### src/assert_macros.svh
// assertion macros for the grid density diffusion rtl
// expects clk and rst_n in the scope of each use
`ifndef ASSERT_MACROS_SVH
`define ASSERT_MACROS_SVH
`ifndef ASSERT_OFF
`define GDD_ASSERT(lbl, prop) \
    lbl: assert property (@(posedge clk) disable iff (!rst_n) prop) \
        else $error("gdd assertion failed");
`define GDD_ASSERT_NEXT(lbl, pre, post) \
    lbl: assert property (@(posedge clk) disable iff (!rst_n) (pre) |=> (post)) \
        else $error("gdd assertion failed");
`else
`define GDD_ASSERT(lbl, prop)
`define GDD_ASSERT_NEXT(lbl, pre, post)
`endif
`endif

### src/gdd_pkg.sv
// shared types and constants for the grid density diffusion block
// no dependencies
package gdd_pkg;

    localparam logic [1:0] MODE_ADD    = 2'd0;
    localparam logic [1:0] MODE_SOLID  = 2'd1;
    localparam logic [1:0] MODE_SWEEP  = 2'd2;
    localparam logic [1:0] MODE_READ   = 2'd3;

    localparam logic [1:0] ST_DONE     = 2'd0;
    localparam logic [1:0] ST_OOB      = 2'd1;
    localparam logic [1:0] ST_SOLID    = 2'd2;

    localparam logic [1:0] REG_RATE    = 2'd0;
    localparam logic [1:0] REG_DISS    = 2'd1;
    localparam logic [1:0] REG_SCALE   = 2'd2;

    localparam logic [15:0] DENS_MAX   = 16'd32768;
    localparam logic [16:0] DISS_RESET = 17'd65536;
    localparam logic [15:0] SCALE_ONE  = 16'd256;
    localparam logic [7:0]  SOLID_RG   = 8'd70;
    localparam logic [7:0]  SOLID_B    = 8'd90;
    localparam logic [7:0]  BLUE_BASE  = 8'd180;

    typedef struct packed {
        logic rd;
        logic clr;
        logic snap;
        logic cen;
        logic nb;
        logic nb_in;
        logic load;
        logic upd;
        logic mul1;
        logic mul2;
        logic swr;
        logic col1;
        logic col2;
        logic outld;
        logic oob;
        logic sweep_item;
    } gdd_cmd_t;

endpackage

### src/gdd_ctrl.sv
// controller: reset clearing pass, item sequencing, sweep cell walk
// depends on gdd_pkg and assert_macros.svh; commands gdd_dpath
`include "assert_macros.svh"
module gdd_ctrl #(
    parameter int NUM_COLS = 64,
    parameter int NUM_ROWS = 64,
    parameter int AW       = 12
) (
    input  logic              clk,
    input  logic              rst_n,
    input  logic              s_tvalid,
    output logic              s_tready,
    input  logic [1:0]        in_mode,
    input  logic [7:0]        in_x,
    input  logic [7:0]        in_y,
    input  logic [7:0]        in_sweeps,
    output logic              m_tvalid,
    input  logic              m_tready,
    output gdd_pkg::gdd_cmd_t cmd,
    output logic [AW-1:0]     rd_addr,
    output logic [AW-1:0]     wr_addr
);

    localparam int CELLS = NUM_COLS * NUM_ROWS;
    localparam int XW = (NUM_COLS > 1) ? $clog2(NUM_COLS) : 1;
    localparam int YW = (NUM_ROWS > 1) ? $clog2(NUM_ROWS) : 1;
    localparam logic [AW-1:0] LAST   = AW'(CELLS - 1);
    localparam logic [AW-1:0] STRIDE = AW'(NUM_COLS);
    localparam logic [XW-1:0] X_LAST = XW'(NUM_COLS - 1);
    localparam logic [YW-1:0] Y_LAST = YW'(NUM_ROWS - 1);

    localparam logic [2:0] DIR_C  = 3'd0;
    localparam logic [2:0] DIR_XP = 3'd1;
    localparam logic [2:0] DIR_XM = 3'd2;
    localparam logic [2:0] DIR_YP = 3'd3;
    localparam logic [2:0] DIR_YM = 3'd4;

    typedef enum logic [13:0] {
        S_CLEAR    = 14'b00000000000001,
        S_IDLE     = 14'b00000000000010,
        S_COPY     = 14'b00000000000100,
        S_COPY_END = 14'b00000000001000,
        S_RD       = 14'b00000000010000,
        S_DRAIN    = 14'b00000000100000,
        S_MUL1     = 14'b00000001000000,
        S_MUL2     = 14'b00000010000000,
        S_SWR      = 14'b00000100000000,
        S_ITEM_RD  = 14'b00001000000000,
        S_ITEM_UPD = 14'b00010000000000,
        S_COL1     = 14'b00100000000000,
        S_COL2     = 14'b01000000000000,
        S_RESP     = 14'b10000000000000
    } state_t;

    state_t        state_reg, state_next;
    logic [AW-1:0] cnt_reg, cnt_next;
    logic [XW-1:0] x_reg, x_next;
    logic [YW-1:0] y_reg, y_next;
    logic [2:0]    dir_reg, dir_next;
    logic [7:0]    sweeps_reg, sweeps_next;
    logic [AW-1:0] item_addr_reg, item_addr_next;
    logic          oob_reg, oob_next;
    logic          swp_reg, swp_next;
    logic          mtv_reg, mtv_next;
    logic          accept;
    logic          in_oob;
    logic          slot_free;

    assign accept    = s_tvalid && s_tready;
    assign in_oob    = ({1'b0, in_x} >= 9'(NUM_COLS)) || ({1'b0, in_y} >= 9'(NUM_ROWS));
    assign slot_free = !mtv_reg || m_tready;
    assign m_tvalid  = mtv_reg;

    always_comb
    begin
        state_next     = state_reg;
        cnt_next       = cnt_reg;
        x_next         = x_reg;
        y_next         = y_reg;
        dir_next       = dir_reg;
        sweeps_next    = sweeps_reg;
        item_addr_next = item_addr_reg;
        oob_next       = oob_reg;
        swp_next       = swp_reg;
        mtv_next       = mtv_reg && !m_tready;
        cmd            = '0;
        rd_addr        = cnt_reg;
        wr_addr        = cnt_reg;
        s_tready       = 1'b0;
        case (state_reg)
            S_CLEAR:
            begin
                cmd.clr = 1'b1;
                if (cnt_reg == LAST)
                begin
                    cnt_next   = '0;
                    state_next = S_IDLE;
                end
                else
                    cnt_next = cnt_reg + 1'b1;
            end
            S_IDLE:
            begin
                s_tready = 1'b1;
                if (accept)
                begin
                    cmd.load       = 1'b1;
                    item_addr_next = AW'(AW'(in_y) * STRIDE) + AW'(in_x);
                    oob_next       = in_oob && (in_mode != gdd_pkg::MODE_SWEEP);
                    swp_next       = (in_mode == gdd_pkg::MODE_SWEEP);
                    sweeps_next    = (in_sweeps == '0) ? 8'd1 : in_sweeps;
                    cnt_next       = '0;
                    if (in_mode == gdd_pkg::MODE_SWEEP)
                        state_next = S_COPY;
                    else if (in_oob)
                        state_next = S_RESP;
                    else
                        state_next = S_ITEM_RD;
                end
            end
            S_COPY:
            begin
                cmd.rd   = 1'b1;
                cmd.snap = 1'b1;
                if (cnt_reg == LAST)
                begin
                    cnt_next   = '0;
                    x_next     = '0;
                    y_next     = '0;
                    dir_next   = DIR_C;
                    state_next = S_COPY_END;
                end
                else
                    cnt_next = cnt_reg + 1'b1;
            end
            S_COPY_END:
            begin
                state_next = S_RD;
            end
            S_RD:
            begin
                cmd.rd = 1'b1;
                case (dir_reg)
                    DIR_C:
                        cmd.cen = 1'b1;
                    DIR_XP:
                    begin
                        cmd.nb    = 1'b1;
                        cmd.nb_in = (x_reg != X_LAST);
                        if (cmd.nb_in)
                            rd_addr = cnt_reg + 1'b1;
                    end
                    DIR_XM:
                    begin
                        cmd.nb    = 1'b1;
                        cmd.nb_in = (x_reg != '0);
                        if (cmd.nb_in)
                            rd_addr = cnt_reg - 1'b1;
                    end
                    DIR_YP:
                    begin
                        cmd.nb    = 1'b1;
                        cmd.nb_in = (y_reg != Y_LAST);
                        if (cmd.nb_in)
                            rd_addr = cnt_reg + STRIDE;
                    end
                    default:
                    begin
                        cmd.nb    = 1'b1;
                        cmd.nb_in = (y_reg != '0);
                        if (cmd.nb_in)
                            rd_addr = cnt_reg - STRIDE;
                    end
                endcase
                if (dir_reg == DIR_YM)
                    state_next = S_DRAIN;
                else
                    dir_next = dir_reg + 3'd1;
            end
            S_DRAIN:
                state_next = S_MUL1;
            S_MUL1:
            begin
                cmd.mul1   = 1'b1;
                state_next = S_MUL2;
            end
            S_MUL2:
            begin
                cmd.mul2   = 1'b1;
                state_next = S_SWR;
            end
            S_SWR:
            begin
                cmd.swr  = 1'b1;
                dir_next = DIR_C;
                if (cnt_reg == LAST)
                begin
                    cnt_next = '0;
                    if (sweeps_reg == 8'd1)
                        state_next = S_RESP;
                    else
                    begin
                        sweeps_next = sweeps_reg - 8'd1;
                        state_next  = S_COPY;
                    end
                end
                else
                begin
                    cnt_next   = cnt_reg + 1'b1;
                    state_next = S_RD;
                    if (x_reg == X_LAST)
                    begin
                        x_next = '0;
                        y_next = y_reg + 1'b1;
                    end
                    else
                        x_next = x_reg + 1'b1;
                end
            end
            S_ITEM_RD:
            begin
                cmd.rd     = 1'b1;
                rd_addr    = item_addr_reg;
                state_next = S_ITEM_UPD;
            end
            S_ITEM_UPD:
            begin
                cmd.upd    = 1'b1;
                wr_addr    = item_addr_reg;
                state_next = S_COL1;
            end
            S_COL1:
            begin
                cmd.col1   = 1'b1;
                state_next = S_COL2;
            end
            S_COL2:
            begin
                cmd.col2   = 1'b1;
                state_next = S_RESP;
            end
            S_RESP:
            begin
                cmd.oob        = oob_reg;
                cmd.sweep_item = swp_reg;
                if (slot_free)
                begin
                    cmd.outld  = 1'b1;
                    mtv_next   = 1'b1;
                    state_next = S_IDLE;
                end
            end
            default:
                state_next = S_IDLE;
        endcase
    end

    always_ff @(posedge clk or negedge rst_n)
    begin
        if (!rst_n)
        begin
            state_reg  <= S_CLEAR;
            cnt_reg    <= '0;
            x_reg      <= '0;
            y_reg      <= '0;
            dir_reg    <= DIR_C;
            sweeps_reg <= '0;
            oob_reg    <= 1'b0;
            swp_reg    <= 1'b0;
            mtv_reg    <= 1'b0;
        end
        else
        begin
            state_reg  <= state_next;
            cnt_reg    <= cnt_next;
            x_reg      <= x_next;
            y_reg      <= y_next;
            dir_reg    <= dir_next;
            sweeps_reg <= sweeps_next;
            oob_reg    <= oob_next;
            swp_reg    <= swp_next;
            mtv_reg    <= mtv_next;
        end
    end

    always_ff @(posedge clk)
    begin
        item_addr_reg <= item_addr_next;
    end

    `GDD_ASSERT(a_state_onehot, $onehot(state_reg))
    `GDD_ASSERT(a_outld_slot_free, cmd.outld |-> (!mtv_reg || m_tready))
    `GDD_ASSERT_NEXT(a_accept_leaves_idle, accept, state_reg != S_IDLE)
    `GDD_ASSERT(a_sweeps_nonzero, (state_reg == S_SWR) |-> (sweeps_reg != '0))
    `GDD_ASSERT(a_dir_range, (state_reg == S_RD) |-> (dir_reg <= DIR_YM))

endmodule

### config.mk
export PLATFORM = sky130hd
export DESIGN_NAME = gdd_ctrl
export DESIGN_NICKNAME = d
export VERILOG_FILES = /design/src/gdd_pkg.sv /design/src/gdd_ctrl.sv
export VERILOG_INCLUDE_DIRS = /design/src /design/src/src
export SDC_FILE = /design/constraint.sdc
export NUM_CORES = 1
export LEC_CHECK = 0
export ABC_AREA = 1
export BUFFER_PORTS_ARGS = -buffer_cell sky130_fd_sc_hd__buf_2
export CORE_UTILIZATION = 55
export CTS_BUF_LIST = sky130_fd_sc_hd__clkbuf_16
export DETAILED_ROUTE_END_ITERATION = 6
export GPL_TIMING_DRIVEN = 0
export HOLD_SLACK_MARGIN = 0.12
export PLACE_DENSITY = 0.85
export SLEW_MARGIN = 20
export SYNTH_ARGS = -nofsm -noshare
export SYNTH_HDL_FRONTEND = slang
export SYNTH_SLANG_ARGS = --single-unit
export TNS_END_PERCENT = 30
### constraint.sdc
create_clock -name clk -period 2.6 [get_ports clk]
set_input_delay 0.39 -clock clk [delete_from_list [all_inputs] [get_ports clk]]
set_output_delay 0.39 -clock clk [all_outputs]
set_load 0.05 [all_outputs]
## After elaboration in Yosys (flattened, before gate mapping)

Index checks and enable logic that the tools add are counted.

| cells by class | value |
|---|---|
| magnitude comparators | 2 |
| mux-type cells | 54 |
| $add $sub $neg | 9 |
| reduce and logical (&&, ||, !) cells | 24 |
| eq/ne operators | 35 |

Operators by type and width:

| operator | count |
|---|---|
| case mux 14 bit (14 select lines) | 1 |
| two-way mux 14 bit | 9 |
| two-way mux 12 bit | 7 |
| case mux 12 bit (2 select lines) | 2 |
| case mux 12 bit (4 select lines) | 1 |
| two-way mux 8 bit | 4 |
| two-way mux 6 bit | 5 |
| case mux 6 bit (2 select lines) | 2 |
| inequality test 2 bit, second input constant | 11 |
| >= comparator 8 x 7 -> 1 bit, second input constant | 2 |
| two-way mux 1 bit | 16 |
| case mux 8 bit (2 select lines) | 1 |
| equality test 14 x 1 -> 1 bit, second input constant | 1 |
| equality test 14 x 10 -> 1 bit, second input constant | 1 |
| equality test 14 x 11 -> 1 bit, second input constant | 1 |
| equality test 14 x 12 -> 1 bit, second input constant | 1 |
| equality test 14 x 13 -> 1 bit, second input constant | 1 |
| equality test 14 bit, second input constant | 1 |
| equality test 14 x 2 -> 1 bit, second input constant | 1 |
| equality test 14 x 3 -> 1 bit, second input constant | 1 |
| equality test 14 x 4 -> 1 bit, second input constant | 1 |
| equality test 14 x 5 -> 1 bit, second input constant | 1 |
| equality test 14 x 6 -> 1 bit, second input constant | 1 |
| equality test 14 x 7 -> 1 bit, second input constant | 1 |
| 34 further kinds | 51 |

| word-level totals | value |
|---|---|
| output and inout bits | 42 |
| flip-flop bits (word level) | 64 |
| input bits | 30 |
| logic and storage cells | 134 |

## Logic depth before layout (Yosys ltp)

Gate-level depths: netlist of run 1.

| depth | value |
|---|---|
| depth after elaboration | 6 |
| gate-level depth with buffers | 13 |
| gate-level depth less buffers | 12 |

## Worst setup path before layout of run 1

OpenSTA, ideal clock, no wires.

| path | value |
|---|---|
| path kind | register -> output |
| from | register state_reg[0] |
| to | output port wr_addr[1] |
| path buffers | 0 |
| stages on the path, launching flop included | 7 |
| slack | -0.066 ns |
| data required time | 2.210 ns |
| arrival time | 2.276 ns |
| cells stage by stage | dfstp_2 > nor2_2 > nand2_4 > nor2_8 > nand2_1 > inv_1 > o21ai_0 |

| between the ends | value |
|---|---|
| word-level cells in the longest chain between the ends | 2 |

RTL lines:

| what | RTL line | source |
|---|---|---|
| from (decl) | gdd_ctrl.sv:55 | `state_t state_reg, state_next;` |
| from (signal assigned) | gdd_ctrl.sv:274 | `state_reg <= state_next;` |
| equality test 14 x 11 -> 1 bit | gdd_ctrl.sv:90 | `case (state_reg)` |
| two-way mux 12 bit | gdd_ctrl.sv:90 |  |
| to (decl) | gdd_ctrl.sv:21 | `output logic [AW-1:0] wr_addr` |

No other way between the ends.

## Worst setup path in the final report of run 1

| path | value |
|---|---|
| from | register x_reg[0] |
| to | output port rd_addr[3] |

| between the ends | value |
|---|---|
| word-level cells in the longest chain between the ends | 4 |
| elaborated cells between the ends (all ways) | 6 |
| classes of those cells | eq/ne: 1; mux: 4; reduce/logical: 1 |

RTL lines:

| what | RTL line | source |
|---|---|---|
| from (decl) | gdd_ctrl.sv:57 | `logic [XW-1:0] x_reg, x_next;` |
| from (signal assigned) | gdd_ctrl.sv:276 | `x_reg <= x_next;` |
| inequality test 6 bit or nonzero test 6 bit (tied branches) | gdd_ctrl.sv:149, gdd_ctrl.sv:156 |  |
| two-way mux 12 bit, on equally long branches | gdd_ctrl.sv:150, gdd_ctrl.sv:157 |  |
| case mux 12 bit (4 select lines) * | gdd_ctrl.sv:143 | `case (dir_reg)` |
| case mux 12 bit (2 select lines) * | gdd_ctrl.sv:90 |  |
| to (decl) | gdd_ctrl.sv:20 | `output logic [AW-1:0] rd_addr,` |

Mark *: on every way between the ends. The rest lies on a longest branch, timed or not.

==> reports/qor.txt, run 1 <==
run status - finished, violations left
failing checks - DRC
critical path launch point - x_reg[0]
I/O pin cnt - 72
Worst EP required - 2.21 ns
largest cells by area after synthesis - dfrtp_1 24%, nand2_1 16%, inv_1 8.6%
CP arrival - 2.20 ns
most common flop cell mapped by yosys - dfrtp_1
core area - 0.00928 mm²
Reg clk slew, reported paths - 0.06 ns
aggregate global routing overflow - 0
cell repeated most along the worst path - nand2_1
reg2reg path depth - 8
net count after synthesis - 867
leakage power - 3.55 nW
initial antenna violation count - 0
GR Util met1 - 0.439
CTS H-tree depth - 3
largest net degree at the start of global routing - 53
CP max FO - 9
maximum VDD drop - 0.000570 V
Initial Utilization - 0.572
DP HPWL - 10.9 mm
Die X - 100 µm
Synth top area share - 0.240
CTS buffer count - 9
Yosys cell types - 43
cell taking the most area after synthesis - dfrtp_1
crit path kind - reg2out
GRT busiest layer - met2
Compound-Gate Fraction of Synth Area - 0.123
antenna cells - 0
Internal Power - 0.00258 W
asr flop ratio synth - 0.813
clock power share - 0.265
post-synthesis sequential area ratio - 0.313
main combinational cell family by area after synthesis - simple AND/OR/NAND/NOR gates
fin. max-slew vios - 0
Largest register FFs - 14
Critical-path top delay cell - dfrtp_1
R2R setup slack - 0.44 ns
drt pass-1 iters - 7
GR Layer Usage met3 - 0.0745
wire per inst - 14.8 µm
Switching Power - 0.00183 W
Worst R2R End - x_reg[5]
final hold vios - 0
syn_area_per_cell - 6.49 µm²
PortBufs - 71
Worst Skew - 0.0145 ns
PD cells - 662 mW/mm²
most numerous cell in the Yosys netlist - nand2_1
Mapped Cells - 818
synth cell count leaders - 232 x nand2_1, 122 x inv_1, 89 x nand3_1, 82 x nor2_1, 52 x o21ai_0
Pwr Total - 0.00442 W
RSZ-0062 raised after global routing - yes
DIE AREA - 0.0101 mm²
CP peak stage delay - 0.39 ns
Period Utilization, post-route - 0.997
post-synthesis mux area share - 0
Die Ht - 100 µm
Critical Path Sink Type - primary output
Synth Area in Simple Gates - 0.379
placed instance count - 1,018
via count - 5,883
layout cells sized above 1 - 0.244
Slew @ Worst Pin - 0.670 ns
min-delay src - in_x[3]
vias in the first global route - 5,167
fin cells - 1,059
switching portion of total power - 0.415
critical path launch point type - flop
Synth Area in Adders - 0.0462
gp weighted congestion - 0.973
combinational share of power - 0.438
Max-slew headroom - 0.553
clk sink count - 64
capture point of the critical path - rd_addr[3]
Finished Core Util - 0.719
CTS max path bufs - 2
row count - 35
R2R Path Start - cnt_reg[0]
DRT iter0 DRCs - 675
CTS root buffer - clkbuf_16
Detail Route Antenna Nets - 0
DR DRC count - 4
xor/xnor share of the synthesized area - 0.0198
Hold WS - 0.227 ns
# setup viols final - 0
cells along the critical path - inv_1, ha_1, nand3_2, buf_6, nand2_1, o21ai_0, nand2_1, nand2_1, nand3_1, nand3_1, buf_4
Syn Std Cell Area - 0.00531 mm²
GR Util All Layers - 0.317
met2 usage - 0.470
Hold Path Class - in2reg
Synth-to-Final Area Change - 25.6%
number of enable-type register cells in the synthesized netlist - 12
post-route minimum period - 2.59 ns
Yosys warning count - 0
Layout Nets - 974
WL final - 15.7 mm
Worst-Skew Late Latency - 0.34 ns
power share of the sequential group - 0.297
CTS tree - yes
Max Fclk - 0.386 GHz
first-pass GRT wire length - 24.7 mm
# Max-Cap Violations - 0
drt via density - 5.56
Synth Register Bits - 64
metrics by stage:
stage / TNS, ns / area (µm²) / setup slack [ns]
after floorplan: -0.150 / 5310 / -0.0665
after CTS: -0.0924 / 6320 / -0.0653
after global placement: -0.0475 / 5830 / -0.0397
after global routing: -0.556 / 6670 / -0.119
final: 0 / 6670 / 0.00671
after detailed placement: -0.0539 / 5830 / -0.0460
kinds of logic after synthesis:
logic type,after synthesis
DFF,64
AOI/OAI and AO/OA,116
and+or+nand+nor,454
adders and majority gates,19
xor gates and xnor gates,12
buffers and inverters,153
layer usage:
metal / share of wire / vias to the layer above
met4: 0.037 / 0
met3: 0.10 / 62
met2: 0.45 / 341
li1: - / 2830
met1: 0.41 / 2650
met5: 0 / -
worst min path at each step:
stage                                   to  depth (start not counted)
after floorplan                 cnt_reg[0]                          0
after global placement          dir_reg[2]                          2
after detailed placement     sweeps_reg[4]                          1
after CTS                 item_addr_reg[3]                          1
after global routing      item_addr_reg[1]                          1
final                     item_addr_reg[3]                          1
critical path: cells and delay by family, from the launching register on:
family,cells,cell delay (ns)
adders and majority gates,1,0.23
AOI/OAI and AO/OA,1,0.23
and+or+nand+nor,6,0.58
buffers and inverters,3,0.43
DFF,1,0.39
power groups by stage:
stage,combinational [W],sequential [W],clock [W]
2_1_floorplan,0.00126,0.00131,0
3_3_place_gp,0.00163,0.00131,0
3_5_place_dp,0.00166,0.00132,0
4_1_cts,0.00177,0.00130,0.00117
5_1_grt,0.00211,0.00133,0.00123
6_report,0.00194,0.00131,0.00117
cells in the final DEF (no fill, tap or decap), types with 4 or more instances in the layout:
cell and instances:
a21oi_1 14, ha_1 10, nand3_1 84, nand2_1 219, o21ai_0 45, o22ai_1 10
nand2_4 4, inv_1 115, dfrtp_1 49, nor2_4 12, buf_6 17, edfxtp_1 12
clkbuf_2 4, nand2_2 14, buf_2 54, buf_4 39, o21ai_1 27, or2_2 4
inv_2 10, o21ai_2 9, nor2_2 7, clkbuf_16 9, nor2_1 74, clkbuf_4 4
ha_2 5, nand4_1 11, xor2_1 9, nand3_2 9, nor3_1 6
cell type report:
type	count	area, µm²
multi-input cells	601	3230
clock buffers	9	225
well taps	129	161
repair buffers	96	652
flip-flops and latches	64	1670
plain buffers	26	196
clock inverters	7	55.1
fillers	742	2610
inverters	127	488
what timing repair did:
item,in CTS,in global routing
hold buffers,1,0
endpoints found under the hold margin,28,0
cloned,1,0
pin swaps,7,16
resized for setup,61,77
setup buffers,5,18
endpoints found under the setup margin,24,25
Power figures use the tool's default switching activity.
==> inputs of run 2 (changes only) <==
--- a/config.mk
+++ b/config.mk
@@ -8,12 +8,14 @@
 export LEC_CHECK = 0
 export ABC_AREA = 1
 export BUFFER_PORTS_ARGS = -buffer_cell sky130_fd_sc_hd__buf_2
+export CORE_MARGIN = 2
 export CORE_UTILIZATION = 55
 export CTS_BUF_LIST = sky130_fd_sc_hd__clkbuf_16
 export DETAILED_ROUTE_END_ITERATION = 6
 export GPL_TIMING_DRIVEN = 0
 export HOLD_SLACK_MARGIN = 0.12
 export PLACE_DENSITY = 0.85
+export REMOVE_ABC_BUFFERS = 1
 export SLEW_MARGIN = 20
 export SYNTH_ARGS = -nofsm -noshare
 export SYNTH_HDL_FRONTEND = slang
==> run 2 against run 1 <==
  * The flow now finishes without violations
  * Highest routed layer unchanged
  * Critical path type unchanged
  * Clock power hardly changed
  * Register-to-register slack worse by 0.27 ns
  * Core utilization is 0.83 points lower
  * First-iteration DRC count is 10% lower
==> reports/qor.txt, run 2 (synthesized netlist as in run 1, its figures left out) <==
DR DRC count - 0
leakage power - 3.48 nW
initial antenna violation count - 0
final setup margin - 0.00419 ns
PortBufs - 71
DRT iter0 DRCs - 606
Die X - 102 µm
CTS buffer count - 9
Worst Skew - 0.00659 ns
fin cells - 1,045
vias in the first global route - 5,102
run status - completed
critical path launch point type - flop
most frequent cells in the layout - 218 x nand2_1, 103 x inv_1, 84 x nand3_1
Filler Cells Inserted - 668
wire per inst - 15.2 µm
CP arrival - 2.21 ns
RSZ-0062 raised after global routing - yes
most common cell after layout, fill and taps aside - nand2_1
Max Fclk - 0.385 GHz
row count - 35
Slew @ Worst Pin - 0.677 ns
core area - 0.00933 mm²
cells along the critical path - ha_4, ha_4, inv_4, nand3_4, nor2_4, buf_6, o21ai_0, a21oi_1, nor2_1, nand2_1, nand2_1, buf_4
Critical-path top delay cell - dfrtp_2
GR Util All Layers - 0.288
Max-slew headroom - 0.549
Period Utilization, post-route - 0.998
fin. max-slew vios - 0
Initial Utilization - 0.570
Worst EP required - 2.21 ns
# Max-Cap Violations - 0
clk sink count - 64
CTS tree - yes
DIE AREA - 0.0105 mm²
Hold WS - 0.230 ns
drt pass-1 iters - 5
CTS H-tree depth - 3
CTS max path bufs - 2
Die Ht - 102 µm
CTS root buffer - clkbuf_16
WL final - 15.9 mm
CP max FO - 5
drt via density - 5.65
PD cells - 671 mW/mm²
Hold Path Class - in2reg
antenna cells - 0
largest net degree at the start of global routing - 53
placed instance count - 992
Largest register FFs - 14
DP HPWL - 9.95 mm
gp weighted congestion - 0.913
final hold vios - 0
crit path kind - reg2out
CP bufs+invs - 3
Detail Route Antenna Nets - 0
aggregate global routing overflow - 0
Synth-to-Final Area Change - 24.8%
I/O pin cnt - 72
Worst-Skew Late Latency - 0.34 ns
Worst path top cell family by delay - flip-flops
via count - 5,902
first-pass GRT wire length - 23.7 mm
Reg clk slew, reported paths - 0.06 ns
maximum VDD drop - 0.000503 V
Critical Path Sink Type - primary output
# setup viols final - 0
Finished Core Util - 0.711
Layout Nets - 960
CP peak stage delay - 0.46 ns
post-route minimum period - 2.60 ns
Place WS - -0.653 ns
layout cells sized above 1 - 0.260
==> run 2: cell types whose count changed in the layout (fill, tap and decap cells not counted), moves of 4 or more <==
| cell | delta |
|---|---|
| nand2_4 | +6 |
| nand2_2 | -5 |
| nor2_2 | +5 |
| inv_1 | -12 |
| dfrtp_1 | -7 |
| dfrtp_2 | +7 |
| buf_4 | -4 |
| inv_2 | +10 |
| buf_6 | -7 |
==> run 2: layout make-up <==
cell class / count / area [µm²] / area share
Clock inverter: 6 / 33.8 / 0.00510
Timing Repair Buffer: 108 / 736 / 0.111
Sequential cell: 64 / 1670 / 0.253
Inverter: 127 / 490 / 0.0740
Clock buffer: 10 / 250 / 0.0378
Multi-Input combinational cell: 601 / 3280 / 0.495
Tap cell: 129 / 161 / 0.0244
==> run 2: path summary, 6_finish.rpt <==
kind | from | end | depth (start not counted) | slack (ns)
worst max register to register | state_reg[0] | y_reg[1] | 9 | 0.17
min in group asynchronous | rst_n | sweeps_reg[6] | 2 | 0.62
worst max-delay path | dir_reg[0] | rd_addr[8] | 12 | 0.004
worst min-delay path | in_x[2] | item_addr_reg[2] | 1 | 0.23
max in group asynchronous | rst_n | cnt_reg[7] | 2 | 1.47
worst min register to register | oob_reg | oob_reg | 2 | 0.54
==> run 2: repair_timing <==
| action | 4_1_cts | 5_1_grt |
|---|---|---|
| hold buffers | 1 | 0 |
| gates resized for setup | 45 | 87 |
| buffers inserted | 12 | 23 |
| endpoints found under the hold margin | 2 | 0 |
| endpoints found under the setup margin | 29 | 28 |
| pin swaps | 2 | 17 |
| gates cloned | 1 | 0 |
==> run 2: layer usage <==
metal  GRT usage  vias up  wire, µm
met5           0        -         0
met4       0.138        0       742
met2       0.453      378      7350
li1            -     2803         -
met3      0.0506       75      1580
met1       0.387     2646      6210
==> run 2: where the power goes <==
part	switching (W)	total (W)	internal (W)
clock network	0.000455	0.00115	0.000694
registers	0.000107	0.00132	0.00121
logic	0.00132	0.00198	0.000662
total	0.00188	0.00445	0.00257
==> run 2: worst reg2reg max path, cell delays in order (launching register included) <==
cell and delay (ns):
dfstp_2 0.56, nor2_4 0.06, nand2_4 0.13, nor2_8 0.09
nand2_4 0.22, clkinvlp_4 0.45, nand2_1 0.27, nand3_2 0.29
nand2_1 0.18, o21ai_2 0.07
==> run 2: stage by stage <==
step | total power (W) | cell area (µm²) | setup TNS (ns)
after floorplan | 0.00253 | 5160 | -2.24
after global routing | 0.00469 | 6630 | -0.565
after CTS | 0.00418 | 6210 | -0.117
final | 0.00445 | 6630 | 0
after detailed placement | 0.00291 | 5680 | -6.14
after global placement | 0.00289 | 5670 | -5.73
